<file path="src/hw/rtl/ipfr_pkg.sv">
// Shared types and constants for the IPv4 fragment reassembly tracker.
`timescale 1ns / 1ps
package ipfr_pkg;

	localparam int BLK_W = 15;
	localparam int LEN_W = 16;
	localparam int HW_W  = 4;

	localparam logic OP_LOG   = 1'b0;
	localparam logic OP_QUERY = 1'b1;

	typedef enum logic [2:0] {
		STS_STORED       = 3'd0,
		STS_COMPLETE     = 3'd1,
		STS_TABLE_FULL   = 3'd2,
		STS_TOO_LONG     = 3'd3,
		STS_NOT_FOUND    = 3'd4,
		STS_NOT_COMPLETE = 3'd5,
		STS_Q_COMPLETE   = 3'd6
	} status_t;

	typedef enum logic [2:0] {
		S_IDLE,
		S_LOOKUP,
		S_UPDATE,
		S_RD,
		S_WR,
		S_DONE
	} state_t;

	typedef struct packed {
		logic             alloc;
		logic             set_pe;
		logic             set_fhw;
		logic             set_ls;
		logic [LEN_W-1:0] pe_val;
		logic [HW_W-1:0]  fhw_val;
	} slot_ctl_t;

endpackage

</file>
<file path="src/hw/rtl/ip_fragment_reassembly_tracker.sv">
// Top level: sequencer and shared bitmap word unit of the fragment reassembly tracker.
//
//   channel  signals                                            direction
//   in       in_valid/in_ready, opcode .. more_fragments        into block
//   out      out_valid/out_ready, status .. reassembled_length  out of block
//
// An item passes through accept, lookup, update, the bitmap pass, a final check and done;
// the pass reads each bitmap word and then ors in and checks it, up to the last word
// marked or checked; a word wholly below the fragment and past the check range is skipped
// without a read. Not found, table full and too long end after lookup.
// Reset clears slot valid bits and per-word bitmap valid bits at once, no sweep.
// A finished result waits in the output register; the next item is taken meanwhile, and its
// done cycle holds until the waiting result is accepted.
`timescale 1ns / 1ps
module ip_fragment_reassembly_tracker import ipfr_pkg::*; #(
	parameter int SLOTS      = 8,
	parameter int MAX_BLOCKS = 256,
	parameter int MAP_WORD   = 32
) (
	input  logic             clk,
	input  logic             arst_n,
	input  logic             in_valid,
	output logic             in_ready,
	input  logic             opcode,
	input  logic [31:0]      src_addr,
	input  logic [31:0]      dst_addr,
	input  logic [7:0]       protocol,
	input  logic [12:0]      fragment_offset,
	input  logic [3:0]       header_words,
	input  logic [15:0]      total_length,
	input  logic             more_fragments,
	output logic             out_valid,
	input  logic             out_ready,
	output logic [2:0]       status,
	output logic [2:0]       entry_index,
	output logic [15:0]      data_length,
	output logic [15:0]      reassembled_length
);

	localparam int SW         = (SLOTS > 1) ? $clog2(SLOTS) : 1;
	localparam int SLOT_WORDS = (MAX_BLOCKS + MAP_WORD - 1) / MAP_WORD;
	localparam int DEPTH      = SLOTS * SLOT_WORDS;
	localparam int AW         = (DEPTH > 1) ? $clog2(DEPTH) : 1;
	localparam int WW         = (SLOT_WORDS > 1) ? $clog2(SLOT_WORDS) : 1;

	state_t state_q, state_d;

	logic             op_q, mf_q;
	logic [31:0]      src_q, dst_q;
	logic [7:0]       proto_q;
	logic [12:0]      off_q;
	logic [HW_W-1:0]  hw_q;
	logic [15:0]      tlen_q;
	logic [SW-1:0]    slot_q;
	logic [BLK_W-1:0] lo_q, hi_q, chk_q, base_q;
	logic [WW:0]      w_q;
	logic             ok_q, vld_q;
	status_t          pend_q;
	logic [DEPTH-1:0] wv_q;

	logic             hit, free, cur_ls;
	logic [SW-1:0]    hit_idx, free_idx, slot_idx;
	logic [LEN_W-1:0] cur_pe;
	logic [HW_W-1:0]  cur_fhw;
	slot_ctl_t        ctl;

	logic             ld_in, ld_slot, set_pend, init_pass, advance, rd_issue, ram_we;
	logic [SW-1:0]    slot_d;
	status_t          pend_d;

	logic [16:0]      hw4, dl_ext, end_ext, full_ext;
	logic [15:0]      dl, end_sat, new_pe, pe_for_chk;
	logic [BLK_W-1:0] blocks, hi_d, chk_d, end_lim, chunks;
	logic             too_long, complete;
	logic [AW-1:0]    addr;
	logic [MAP_WORD-1:0] rdata, old_w, new_w, mask, need;

	ipfr_slots #(.SLOTS(SLOTS)) u_slots (
		.clk      (clk),
		.arst_n   (arst_n),
		.src_addr (src_q),
		.dst_addr (dst_q),
		.protocol (proto_q),
		.hit      (hit),
		.hit_idx  (hit_idx),
		.free     (free),
		.free_idx (free_idx),
		.idx      (slot_idx),
		.ctl      (ctl),
		.pe       (cur_pe),
		.ls       (cur_ls),
		.fhw      (cur_fhw)
	);

	ipfr_ram #(.WIDTH(MAP_WORD), .DEPTH(DEPTH)) u_map (
		.clk   (clk),
		.we    (ram_we),
		.waddr (addr),
		.wdata (new_w),
		.raddr (addr),
		.rdata (rdata)
	);

	// fragment geometry
	assign hw4     = {11'd0, hw_q, 2'b00};
	assign dl_ext  = ({1'b0, tlen_q} > hw4) ? ({1'b0, tlen_q} - hw4) : 17'd0;
	assign dl      = dl_ext[15:0];
	assign blocks  = BLK_W'(({1'b0, dl} + 17'd7) >> 3);
	assign hi_d    = BLK_W'(off_q) + blocks;
	assign too_long = hi_d > BLK_W'(MAX_BLOCKS);
	assign end_ext = {1'b0, off_q, 3'b000} + {1'b0, dl};
	assign end_sat = end_ext[16] ? 16'hFFFF : end_ext[15:0];
	assign new_pe  = (end_sat > cur_pe) ? end_sat : cur_pe;
	assign pe_for_chk = (op_q == OP_LOG) ? new_pe : cur_pe;
	assign chunks  = BLK_W'(({1'b0, pe_for_chk} + 17'd7) >> 3);
	assign chk_d   = (chunks > BLK_W'(MAX_BLOCKS)) ? BLK_W'(MAX_BLOCKS) : chunks;
	assign end_lim = (hi_q > chk_q) ? hi_q : chk_q;
	assign full_ext = {11'd0, cur_fhw, 2'b00} + {1'b0, cur_pe};
	assign complete = cur_ls && ok_q;

	assign slot_idx = ld_slot ? slot_d : slot_q;
	assign addr = AW'(int'(slot_q) * SLOT_WORDS + int'(w_q[WW-1:0]));

	// shared word unit: or-in the fragment mask and check required blocks
	assign old_w = vld_q ? rdata : '0;
	always_comb begin
		for (int i = 0; i < MAP_WORD; i++) begin
			mask[i] = ((base_q + BLK_W'(i)) >= lo_q) && ((base_q + BLK_W'(i)) < hi_q);
			need[i] = (base_q + BLK_W'(i)) < chk_q;
		end
	end
	assign new_w = old_w | mask;

	always_comb begin
		state_d   = state_q;
		in_ready  = 1'b0;
		ld_in     = 1'b0;
		ld_slot   = 1'b0;
		slot_d    = slot_q;
		set_pend  = 1'b0;
		pend_d    = pend_q;
		init_pass = 1'b0;
		advance   = 1'b0;
		rd_issue  = 1'b0;
		ram_we    = 1'b0;
		ctl       = '0;
		unique case (state_q)
			S_IDLE: begin
				in_ready = 1'b1;
				if (in_valid) begin
					ld_in   = 1'b1;
					state_d = S_LOOKUP;
				end
			end
			S_LOOKUP: begin
				if (op_q == OP_QUERY) begin
					if (hit) begin
						ld_slot = 1'b1;
						slot_d  = hit_idx;
						state_d = S_UPDATE;
					end else begin
						set_pend = 1'b1;
						pend_d   = STS_NOT_FOUND;
						state_d  = S_DONE;
					end
				end else if (!hit && !free) begin
					set_pend = 1'b1;
					pend_d   = STS_TABLE_FULL;
					state_d  = S_DONE;
				end else begin
					ld_slot   = 1'b1;
					slot_d    = hit ? hit_idx : free_idx;
					ctl.alloc = !hit;
					if (too_long) begin
						set_pend = 1'b1;
						pend_d   = STS_TOO_LONG;
						state_d  = S_DONE;
					end else begin
						state_d = S_UPDATE;
					end
				end
			end
			S_UPDATE: begin
				if (op_q == OP_LOG) begin
					ctl.set_pe  = 1'b1;
					ctl.pe_val  = new_pe;
					ctl.set_fhw = (off_q == 13'd0);
					ctl.fhw_val = hw_q;
					ctl.set_ls  = !mf_q;
				end
				init_pass = 1'b1;
				state_d   = S_RD;
			end
			S_RD: begin
				if (base_q >= end_lim) begin
					set_pend = 1'b1;
					if (op_q == OP_LOG) begin
						pend_d = complete ? STS_COMPLETE : STS_STORED;
					end else begin
						pend_d = complete ? STS_Q_COMPLETE : STS_NOT_COMPLETE;
					end
					state_d = S_DONE;
				end else if ((base_q + BLK_W'(MAP_WORD)) <= lo_q && base_q >= chk_q) begin
					advance = 1'b1;
				end else begin
					rd_issue = 1'b1;
					state_d  = S_WR;
				end
			end
			S_WR: begin
				ram_we  = 1'b1;
				advance = 1'b1;
				state_d = S_RD;
			end
			S_DONE: begin
				if (!out_valid || out_ready) begin
					state_d = S_IDLE;
				end
			end
			default: state_d = S_IDLE;
		endcase
	end

	always_ff @(posedge clk or negedge arst_n) begin
		if (!arst_n) begin
			state_q <= S_IDLE;
		end else begin
			state_q <= state_d;
		end
	end

	always_ff @(posedge clk) begin
		if (ld_in) begin
			op_q    <= opcode;
			src_q   <= src_addr;
			dst_q   <= dst_addr;
			proto_q <= protocol;
			off_q   <= fragment_offset;
			hw_q    <= header_words;
			tlen_q  <= total_length;
			mf_q    <= more_fragments;
		end
		if (ld_slot) begin
			slot_q <= slot_d;
		end
		if (set_pend) begin
			pend_q <= pend_d;
		end
		if (init_pass) begin
			lo_q   <= (op_q == OP_LOG) ? BLK_W'(off_q) : '0;
			hi_q   <= (op_q == OP_LOG) ? hi_d : '0;
			chk_q  <= (cur_ls || (op_q == OP_LOG && !mf_q)) ? chk_d : '0;
			base_q <= '0;
			w_q    <= '0;
			ok_q   <= 1'b1;
		end
		if (advance) begin
			base_q <= base_q + BLK_W'(MAP_WORD);
			w_q    <= w_q + 1'b1;
		end
		if (rd_issue) begin
			vld_q <= wv_q[addr];
		end
		if (ram_we) begin
			ok_q <= ok_q && ((~new_w & need) == '0);
		end
	end

	always_ff @(posedge clk or negedge arst_n) begin
		if (!arst_n) begin
			wv_q <= '0;
		end else if (ctl.alloc) begin
			for (int j = 0; j < SLOT_WORDS; j++) begin
				wv_q[AW'(int'(slot_d) * SLOT_WORDS + j)] <= 1'b0;
			end
		end else if (ram_we) begin
			wv_q[addr] <= 1'b1;
		end
	end

	logic        no_slot;
	logic        has_len;
	logic [31:0] slot_ext;

	assign no_slot  = (pend_q == STS_TABLE_FULL) || (pend_q == STS_NOT_FOUND);
	assign has_len  = (pend_q == STS_COMPLETE) || (pend_q == STS_Q_COMPLETE);
	assign slot_ext = 32'(slot_q);

	always_ff @(posedge clk or negedge arst_n) begin
		if (!arst_n) begin
			out_valid <= 1'b0;
		end else if (state_q == S_DONE && (!out_valid || out_ready)) begin
			out_valid <= 1'b1;
		end else if (out_ready) begin
			out_valid <= 1'b0;
		end
	end

	always_ff @(posedge clk) begin
		if (state_q == S_DONE && (!out_valid || out_ready)) begin
			status             <= pend_q;
			entry_index        <= no_slot ? 3'd0 : slot_ext[2:0];
			data_length        <= no_slot ? 16'd0 : cur_pe;
			reassembled_length <= !has_len ? 16'd0 :
			                      (full_ext[16] ? 16'hFFFF : full_ext[15:0]);
		end
	end

	a_len_only_complete: assert property (@(posedge clk) disable iff (!arst_n)
		out_valid && status != STS_COMPLETE && status != STS_Q_COMPLETE
		|-> reassembled_length == 16'd0)
		else $error("reassembled length without completion");

	a_no_slot_fields: assert property (@(posedge clk) disable iff (!arst_n)
		out_valid && (status == STS_TABLE_FULL || status == STS_NOT_FOUND)
		|-> entry_index == 3'd0 && data_length == 16'd0)
		else $error("slot fields set without a slot");

	a_write_after_read: assert property (@(posedge clk) disable iff (!arst_n)
		ram_we |-> $past(rd_issue))
		else $error("bitmap write without preceding read");

	a_busy_not_ready: assert property (@(posedge clk) disable iff (!arst_n)
		state_q != S_IDLE |-> !in_ready)
		else $error("item taken while busy");

endmodule

</file>
<file path="src/hw/rtl/ipfr_ram.sv">
// Generic single-write, single-read RAM with registered read data.
`timescale 1ns / 1ps
module ipfr_ram #(
	parameter int WIDTH = 32,
	parameter int DEPTH = 64
) (
	input  logic                                  clk,
	input  logic                                  we,
	input  logic [(DEPTH > 1 ? $clog2(DEPTH) : 1)-1:0] waddr,
	input  logic [WIDTH-1:0]                      wdata,
	input  logic [(DEPTH > 1 ? $clog2(DEPTH) : 1)-1:0] raddr,
	output logic [WIDTH-1:0]                      rdata
);

	logic [WIDTH-1:0] mem_q [DEPTH];

	always_ff @(posedge clk) begin
		if (we) begin
			mem_q[waddr] <= wdata;
		end
		rdata <= mem_q[raddr];
	end

endmodule

</file>
<file path="src/hw/rtl/ipfr_slots.sv">
// Context slot table: keys, per-slot lengths and flags, key match and free-slot search.
`timescale 1ns / 1ps
module ipfr_slots import ipfr_pkg::*; #(
	parameter int SLOTS = 8,
	localparam int SW = (SLOTS > 1) ? $clog2(SLOTS) : 1
) (
	input  logic             clk,
	input  logic             arst_n,
	input  logic [31:0]      src_addr,
	input  logic [31:0]      dst_addr,
	input  logic [7:0]       protocol,
	output logic             hit,
	output logic [SW-1:0]    hit_idx,
	output logic             free,
	output logic [SW-1:0]    free_idx,
	input  logic [SW-1:0]    idx,
	input  slot_ctl_t        ctl,
	output logic [LEN_W-1:0] pe,
	output logic             ls,
	output logic [HW_W-1:0]  fhw
);

	logic             valid_q [SLOTS];
	logic [31:0]      src_q   [SLOTS];
	logic [31:0]      dst_q   [SLOTS];
	logic [7:0]       proto_q [SLOTS];
	logic [LEN_W-1:0] pe_q    [SLOTS];
	logic             ls_q    [SLOTS];
	logic [HW_W-1:0]  fhw_q   [SLOTS];

	always_comb begin
		hit      = 1'b0;
		hit_idx  = '0;
		free     = 1'b0;
		free_idx = '0;
		for (int i = SLOTS - 1; i >= 0; i--) begin
			if (valid_q[i] && src_q[i] == src_addr && dst_q[i] == dst_addr &&
			    proto_q[i] == protocol) begin
				hit     = 1'b1;
				hit_idx = SW'(i);
			end
			if (!valid_q[i]) begin
				free     = 1'b1;
				free_idx = SW'(i);
			end
		end
	end

	assign pe  = pe_q[idx];
	assign ls  = ls_q[idx];
	assign fhw = fhw_q[idx];

	always_ff @(posedge clk or negedge arst_n) begin
		if (!arst_n) begin
			for (int i = 0; i < SLOTS; i++) begin
				valid_q[i] <= 1'b0;
			end
		end else if (ctl.alloc) begin
			valid_q[idx] <= 1'b1;
		end
	end

	always_ff @(posedge clk) begin
		if (ctl.alloc) begin
			src_q[idx]   <= src_addr;
			dst_q[idx]   <= dst_addr;
			proto_q[idx] <= protocol;
			pe_q[idx]    <= '0;
			ls_q[idx]    <= 1'b0;
			fhw_q[idx]   <= '0;
		end else begin
			if (ctl.set_pe) begin
				pe_q[idx] <= ctl.pe_val;
			end
			if (ctl.set_fhw) begin
				fhw_q[idx] <= ctl.fhw_val;
			end
			if (ctl.set_ls) begin
				ls_q[idx] <= 1'b1;
			end
		end
	end

endmodule
</file>
<file path="config.mk">
export PLATFORM = sky130hd
export DESIGN_NAME = ip_fragment_reassembly_tracker
export DESIGN_NICKNAME = d
export VERILOG_FILES = /design/src/hw/rtl/ipfr_pkg.sv /design/src/hw/rtl/ip_fragment_reassembly_tracker.sv /design/src/hw/rtl/ipfr_ram.sv /design/src/hw/rtl/ipfr_slots.sv
export SDC_FILE = /design/constraint.sdc
export NUM_CORES = 2
export LEC_CHECK = 0
export BUFFER_PORTS_ARGS = -buffer_cell sky130_fd_sc_hd__buf_2
export CAP_MARGIN = 20
export CORE_ASPECT_RATIO = 0.6
export CORE_MARGIN = 10
export CORE_UTILIZATION = 57
export DETAILED_ROUTE_END_ITERATION = 16
export PLACE_DENSITY = 0.76
export SLEW_MARGIN = 25
export SYNTH_ARGS = -nofsm -noshare
export SYNTH_HDL_FRONTEND = slang
export SYNTH_SLANG_ARGS = --single-unit
</file>
<file path="constraint.sdc">
create_clock -name clk -period 9.5 [get_ports clk]
set_input_delay 1.9 -clock clk [delete_from_list [all_inputs] [get_ports clk]]
set_output_delay 1.9 -clock clk [all_outputs]
set_load 0.02 [all_outputs]
</file>
Word level (Yosys, flattened, before mapping)
Memory sizes are Yosys's and may differ from the RTL's. A register that Yosys moved wholly into a read port is not among the register bits.
Cells that the tools add are included.
{"block": "classes", "n_mux": 138, "eq_ne": 39, "order_cmp": 124, "bitwise": 27, "reduce_logical": 92, "add_sub_neg": 47}
{"operator": "15-bit < comparator", "n": 64}
{"operator": "64-bit AND", "n": 8}
{"operator": "32-bit == test", "n": 16}
{"operator": "15-bit >= comparator", "n": 34}
{"operator": "64-bit inverter", "n": 7}
{"operator": "15-bit by 5-bit adder with 15-bit output, second input constant", "n": 16}
{"operator": "64-bit 2-to-1 mux", "n": 2}
{"operator": "15-bit by 4-bit adder with 15-bit output, second input constant", "n": 8}
{"operator": "3-bit 2-to-1 mux", "n": 36}
{"operator": "16-bit 2-to-1 mux", "n": 6}
{"operator": "1-bit logical AND", "n": 72}
{"operator": "1-bit 2-to-1 mux", "n": 68}
{"operator": "8-bit == test", "n": 8}
{"operator": "6-bit by 8-bit < comparator with 1-bit output, second input constant", "n": 8}
{"operator": "57-bit inverter with 64-bit output", "n": 1}
{"operator": "64-bit bitwise OR", "n": 1}
{"operator": "15-bit by 3-bit adder with 15-bit output, second input constant", "n": 4}
{"operator": "6-bit by 1-bit >= comparator with 1-bit output, second input constant", "n": 9}
{"operator": "1-bit demux with 6-bit select", "n": 8}
{"operator": "23-bit 2-to-1 mux", "n": 2}
{"operator": "15-bit 2-to-1 mux", "n": 3}
{"operator": "16-bit by 3-bit adder with 17-bit output, second input constant", "n": 2}
{"operator": "32-bit AND", "n": 1}
{"operator": "32-bit zero test", "n": 1}
{"operator": "50 further kinds", "n": 82}
{"block": "word_totals", "output_inout_bits": 40, "wordCells": 508, "register_bits": 293, "ramBits": 2792, "n_memories": 7, "inputBits": 111}
{"name": "u_map.mem_q", "depth": 64, "width": 32, "read_ports": 1, "rd_clocked_by_memory_dff": 1, "wr": 1, "line_no": "ipfr_ram.sv:15", "source": "logic [WIDTH-1:0] mem_q [DEPTH];"}
{"name": "u_slots.dst_q", "depth": 8, "width": 32, "read_ports": 8, "rd_clocked_by_memory_dff": 0, "wr": 1, "line_no": "ipfr_slots.sv:25", "source": "logic [31:0] dst_q [SLOTS];"}
{"name": "u_slots.src_q", "depth": 8, "width": 32, "read_ports": 8, "rd_clocked_by_memory_dff": 0, "wr": 1, "line_no": "ipfr_slots.sv:24", "source": "logic [31:0] src_q [SLOTS];"}
{"name": "u_slots.pe_q", "depth": 8, "width": 16, "read_ports": 1, "rd_clocked_by_memory_dff": 0, "wr": 1, "line_no": "ipfr_slots.sv:27", "source": "logic [LEN_W-1:0] pe_q [SLOTS];"}
{"name": "u_slots.proto_q", "depth": 8, "width": 8, "read_ports": 8, "rd_clocked_by_memory_dff": 0, "wr": 1, "line_no": "ipfr_slots.sv:26", "source": "logic [7:0] proto_q [SLOTS];"}
{"name": "u_slots.fhw_q", "depth": 8, "width": 4, "read_ports": 1, "rd_clocked_by_memory_dff": 0, "wr": 1, "line_no": "ipfr_slots.sv:29", "source": "logic [HW_W-1:0] fhw_q [SLOTS];"}
{"name": "1 more memories"}

Logic depth before layout (Yosys ltp)
An unclocked memory read counts as a cell.
{"block": "logic_depth", "depth_word": 32, "depth_mapped": 43}

By module
From an unflattened synthesis, not the netlist that was laid out.
{"block": "unflattened", "cells_unflattened": 7152, "hier_area_um2": 127167.0}
{"mod": "ipfr_ram", "area_per_inst_um2": 79039.6, "cells_per_inst": 3511, "n_inst": 1, "seq_area_each_um2": 62139.6}
{"mod": "ipfr_slots", "area_per_inst_um2": 30799.5, "cells_per_inst": 1911, "n_inst": 1, "seq_area_each_um2": 22541.6}
{"mod": "ip_fragment_reassembly_tracker", "area_per_inst_um2": 17327.9, "cells_per_inst": 1730, "n_inst": 1, "seq_area_each_um2": 7917.6}

Worst setup path after synthesis
Ideal clock, no wire load.
{"block": "synth_timing", "kind": "register to register", "start": "reg tlen_q[2]", "end": "reg chk_q[0] (data pin)", "arrival_time_ns": 8.994, "stages_incl_launch_ff": 43, "setup_time_ns": 0.168, "setup_slack_ns": 0.338, "n_path_buf": 4, "synth_period_minus_slack_ns": 9.162, "cell_sequence": "edfxtp_1 inv_1 ha_1 inv_1 fa_1 a21o_1 a21oi_1 a41o_1 nand2_1 nor4_1 clkbuf_1 nor2_1 ha_1 a21o_1 a21oi_1 o21bai_1 a21oi_1 nor2b_1 (+7 left out) ha_1 nor2b_1 o21a_1 o21a_1 o21a_1 o21a_1 o21a_1 o21ai_0 a21oi_1 o41ai_1 nand2b_1 clkbuf_1 nor3_1 a41oi_2 nand3_1 a211o_1 a221o_1 a211oi_1"}
{"block": "synth_between", "elab_chain_len": 10}
{"element": "start: declaration", "line_no": "ip_fragment_reassembly_tracker.sv:53", "source": "logic [15:0] tlen_q;"}
{"element": "start signal: assignment", "line_no": "ip_fragment_reassembly_tracker.sv:240", "source": "tlen_q <= total_length;"}
{"element": "16-bit by 6-bit subtractor with 16-bit output / 16-bit by 6-bit > comparator with 1-bit output (equally long branches)", "line_no": "ip_fragment_reassembly_tracker.sv:106", "source": "assign dl_ext = ({1'b0, tlen_q} > hw4) ? ({1'b0, tlen_q} - hw4) : 17'd0;"}
{"element": "16-bit 2-to-1 mux (*)", "line_no": "ip_fragment_reassembly_tracker.sv:106"}
{"element": "16-bit by 16-bit adder with 17-bit output (*)", "line_no": "ip_fragment_reassembly_tracker.sv:111", "source": "assign end_ext = {1'b0, off_q, 3'b000} + {1'b0, dl};"}
{"element": "16-bit 2-to-1 mux (*)", "line_no": "ip_fragment_reassembly_tracker.sv:112", "source": "assign end_sat = end_ext[16] ? 16'hFFFF : end_ext[15:0];"}
{"element": "16-bit > comparator", "line_no": "ip_fragment_reassembly_tracker.sv:113", "source": "assign new_pe = (end_sat > cur_pe) ? end_sat : cur_pe;"}
{"element": "16-bit 2-to-1 mux (*)", "line_no": "ip_fragment_reassembly_tracker.sv:113"}
{"element": "16-bit 2-to-1 mux (*)", "line_no": "ip_fragment_reassembly_tracker.sv:114", "source": "assign pe_for_chk = (op_q == OP_LOG) ? new_pe : cur_pe;"}
{"element": "16-bit by 3-bit adder with 17-bit output (*)", "line_no": "ip_fragment_reassembly_tracker.sv:115", "source": "assign chunks = BLK_W'(({1'b0, pe_for_chk} + 17'd7) >> 3);"}
{"element": "14-bit by 9-bit > comparator with 1-bit output", "line_no": "ip_fragment_reassembly_tracker.sv:116", "source": "assign chk_d = (chunks > BLK_W'(MAX_BLOCKS)) ? BLK_W'(MAX_BLOCKS) : chunks;"}
{"element": "2-bit OR reduction (no source line)"}
{"element": "end signal: assignment", "line_no": "ip_fragment_reassembly_tracker.sv:252", "source": "chk_q <= (cur_ls || (op_q == OP_LOG && !mf_q)) ? chk_d : '0;"}
{"element": "end: declaration", "line_no": "ip_fragment_reassembly_tracker.sv:55", "source": "logic [BLK_W-1:0] lo_q, hi_q, chk_q, base_q;"}
Every way passes the cells marked *; elsewhere a longest branch is shown, timed or not.
A chain may end at the register's enable or synchronous reset.

Worst setup path after layout
{"block": "layout_timing", "start": "reg dst_q[1]", "end": "reg chk_q[1] (data pin)"}
{"block": "layout_between", "elab_chain_len": 24}
{"element": "start: declaration", "line_no": "ip_fragment_reassembly_tracker.sv:49", "source": "logic [31:0] src_q, dst_q;"}
{"element": "start signal: assignment", "line_no": "ip_fragment_reassembly_tracker.sv:236", "source": "dst_q <= dst_addr;"}
{"element": "32-bit == test", "line_no": "ipfr_slots.sv:37", "source": "if (valid_q[i] && src_q[i] == src_addr && dst_q[i] == dst_addr &&"}
{"element": "1-bit logical AND (2 in series)", "line_no": "ipfr_slots.sv:37"}
{"element": "1-bit 2-to-1 mux (8 in series)", "line_no": "ipfr_slots.sv:37"}
{"element": "1-bit zero test", "line_no": "ip_fragment_reassembly_tracker.sv:166", "source": "end else if (!hit && !free) begin"}
{"element": "1-bit logical AND", "line_no": "ip_fragment_reassembly_tracker.sv:166"}
{"element": "3-bit 2-to-1 mux / 1-bit 2-to-1 mux (equally long branches)", "line_no": "ip_fragment_reassembly_tracker.sv:166"}
{"element": "3-bit 2-to-1 mux / 1-bit 2-to-1 mux (equally long branches)", "line_no": "ip_fragment_reassembly_tracker.sv:156", "source": "if (op_q == OP_QUERY) begin"}
{"element": "3-bit 2-to-1 mux / 1-bit 2-to-1 mux (equally long branches)", "line_no": "ip_fragment_reassembly_tracker.sv:147", "source": "unique case (state_q)"}
{"element": "3-bit 2-to-1 mux (*)"}
{"element": "memory read 8 x 16 bit"}
{"element": "16-bit > comparator", "line_no": "ip_fragment_reassembly_tracker.sv:113"}
{"element": "16-bit 2-to-1 mux", "line_no": "ip_fragment_reassembly_tracker.sv:113"}
{"element": "16-bit 2-to-1 mux", "line_no": "ip_fragment_reassembly_tracker.sv:114"}
{"element": "16-bit by 3-bit adder with 17-bit output", "line_no": "ip_fragment_reassembly_tracker.sv:115"}
{"element": "14-bit by 9-bit > comparator with 1-bit output", "line_no": "ip_fragment_reassembly_tracker.sv:116"}
{"element": "2-bit OR reduction (no source line)"}
Marked as above.

==> impl_metrics.tcl <==
set metrics [dict create \
    p_per_area_nw_per_um2 299 \
    cts-root-buf "clkbuf_16" \
    power_mw 41.9 \
    rows 132 \
    yosys_warnings 0 \
    cts_hold_buf 0 \
    grt_start_max_net_pins 119 \
    cts_tree "built" \
    vias 80500 \
    grt_pass1_wl_mm 569 \
    fmax_ghz 0.108 \
    slew_violations 0 \
    final_common_cell "edfxtp_1" \
    rsz0062_at_grt "no" \
    gp_congestion 1.04 \
    ir_drop_uv 238 \
    leakagePower_nw 45.1 \
    yosys-top-cells-area "edfxtp_1, a22oi_1, xnor2_1" \
    worstMarginPinSlew_ns 1.20 \
    htree_levels 5 \
    worstReg2RegEnd "chk_q[1]$_SDFFCE_PP0N_" \
    finalSetupTns_ns 0 \
    nNetsFinal 8554 \
    seq_area_frac_synth_pct 74.5 \
    wire_per_inst_um 35.8 \
    regToRegSetupSlack_ns 0.22 \
    final_cell_mix "edfxtp_1, a22oi_1, buf_4" \
    drt-total-wl_mm 409 \
    die_h_um 382 \
    fp.coreArea_um2 216000 \
    min_path_type "reg -> reg" \
    synth_seq_cells 3108 \
    die_area_um2 238000 \
    max-slew-margin-rel_pct 19.1 \
    cp_max_fo 11 \
    grt_pass1_vias 74400 \
    numCtsBuffers 282 \
    cts_resized 0 \
    async_flop_share_pct 2.45 \
    critPathKind "reg -> reg" \
    final-setup-viol-count 0 \
    dr.pass1.iters 6 \
    dp_hpwl_mm 262 \
    cpMaxStageDelayCell "nand4_1" \
    grt.met2_usage_pct 41.9 \
    holdCritStartpoint "wv_q[59]$_DFFE_PN0P_" \
    finalWorstSetupSlack_ns 0.221 \
    cts.path.max_buffers 4 \
    max_stage_delay_ns 0.77 \
    io_buffers 150 \
    grt_overflow 0 \
    mappedNetlistArea_um2 124000 \
    layout-drive-gt1-share_pct 14.0 \
    cp.arrival_ns 9.92 \
    grt_antenna_before_repair 15 \
    yosys.cell_types.count 103 \
    remaining_drc_errors 0 \
    die-width_um 623 \
    r2r_cells 31 \
    synth_top_area_share_pct 72.4 \
    cap_viol_max_count 0 \
    rr_startpoint "dst_q[1]$_DFFE_PP_" \
    crit_start "dst_q[1]$_DFFE_PP_" \
    worstSkewPairLatency_ns 0.87 \
    design_area_um2 140000 \
    drtIter0Drc 14900 \
    cts.sinks 3108 \
    place_area_um2 131000 \
    cp_data_required_time_ns 10.14 \
    critPathLaunchType "flip-flop" \
    status "completed" \
    fin_crit_sh_pct 97.7 \
    io_pins 151 \
    area_growth_pct 12.8 \
    synth_edf_count 2997 \
    post-place-ws_ns 0.690 \
    ys.flop_type "edfxtp_1" \
    hold_end "wv_q[59]$_DFFE_PN0P_" \
    hold_path_depth 1 \
    synthCells 7883 \
    grt_busiest_layer "met1" \
    endpoint_kind "flip-flop" \
    finalCriticalPeriod_ns 9.28 \
    synth.avg_cell_area_um2 15.8 \
    met1_usage_pct 52.5 \
    grt_usage_pct 33.0 \
    drtAntennaViolNets 0 \
    clk_pin_slew_worst_paths_ns 0.06 \
    fin_skew_ns 0.0623 \
    met3_usage_pct 13.7 \
    hold_viol_final 0 \
    placed_cells 10900 \
    critPathMostFrequentCell "o21a_1" \
    finalNonFillerCells 11400 \
    yosysTopAreaCell "edfxtp_1" \
    cts_setup_buffers 0 \
    initial_utilization_pct 57.4 \
    drt-vias-per-instance 7.04 \
]
-- critical path, delay by kind of cell (launching register included) --
family | cells | cell delay, ns
simple gates | 8 | 2.59
compound gates | 15 | 3.46
fa+ha+maj | 1 | 0.24
flops | 1 | 0.74
mux | 1 | 0.43
buf+inv | 4 | 0.94
xor+xnor | 2 | 0.65
-- report_power, final --
| group | switching (mW) | leakage, nW | internal, mW |
|---|---|---|---|
| logic | 8.75 | 12.6 | 3.53 |
| clock network | 5.02 | 4.31 | 6.19 |
| registers | 0.723 | 28.1 | 17.7 |
| total | 14.5 | 45.1 | 27.4 |
-- area by class of cell --
type | count | area [um^2]
clock inverter | 125 | 1040
multi-input combinational | 4223 | 30500
clock buffer | 374 | 7780
sequential | 3108 | 92600
inverter | 149 | 568
antenna | 4 | 10.0
timing repair buffer | 563 | 4140
fill | 14900 | 76100
tap | 2881 | 3600
-- through the flow --
step	hold WS (ns)	utilization [%]
floorplan	0.440	-
global placement	0.450	60.6
detailed placement	0.455	60.7
CTS	0.472	64.7
global route	0.480	64.8
finish	0.473	64.8
-- routing by layer --
| metal | vias to the layer above | share of wire, % |
|---|---|---|
| met5 | - | 0.0091 |
| met4 | 6 | 2.5 |
| met3 | 701 | 18 |
| met2 | 6863 | 38 |
| met1 | 40400 | 41 |
| li1 | 32500 | - |
-- sequential cells by signal (all words and copies together) (netlist names), 32 cells and up --
register         count
dst_q               32
src_q               32
u_map.mem_q       2048
u_map.rdata         32
u_slots.dst_q      256
u_slots.fhw_q       32
u_slots.pe_q       128
u_slots.proto_q     64
u_slots.src_q      256
wv_q                64
-- synthesized netlist by cell type, types with 28 or more instances --
master,number
nor2_1,344
a21o_1,32
inv_1,139
nand2b_1,318
ha_1,112
a221oi_1,245
nand4_1,289
a211oi_1,28
o21ai_0,94
a31oi_1,220
dfxtp_1,35
or2_2,50
xnor2_1,317
dfrtp_1,76
a21oi_1,141
edfxtp_1,2997
a22oi_1,590
nand2_1,210
mux2i_1,46
nand3_1,101
nor2b_1,64
xor2_1,167
nor3_1,78
clkbuf_1,315
nor4_1,170
a22o_1,260
buf_1,65
-- cell families after synthesis --
group / count (synthesis) / share of synthesized area (%)
flip-flops: 3108 / 74.5
AO/OA/AOI/OAI: 1803 / 10.9
AND/OR/NAND/NOR: 1751 / 7.69
buffers and inverters: 556 / 1.73
XOR/XNOR: 484 / 3.41
adder cells (fa/ha/maj): 116 / 1.19
multiplexers: 64 / 0.552
other: 1 / 0.00302
-- worst max path at each step --
stage	endpoint	slack, ns	cells after the start
after floorplan	chk_q[0]$_SDFFCE_PP0N_	0.34	42
after global placement	chk_q[4]$_SDFFCE_PP0N_	-0.34	31
after detailed placement	chk_q[1]$_SDFFCE_PP0N_	0.69	29
after CTS	chk_q[1]$_SDFFCE_PP0N_	0.65	29
after global routing	chk_q[4]$_SDFFCE_PP0N_	0.07	31
final	chk_q[1]$_SDFFCE_PP0N_	0.22	31
Note: power is estimated with default switching activity, not from simulation.
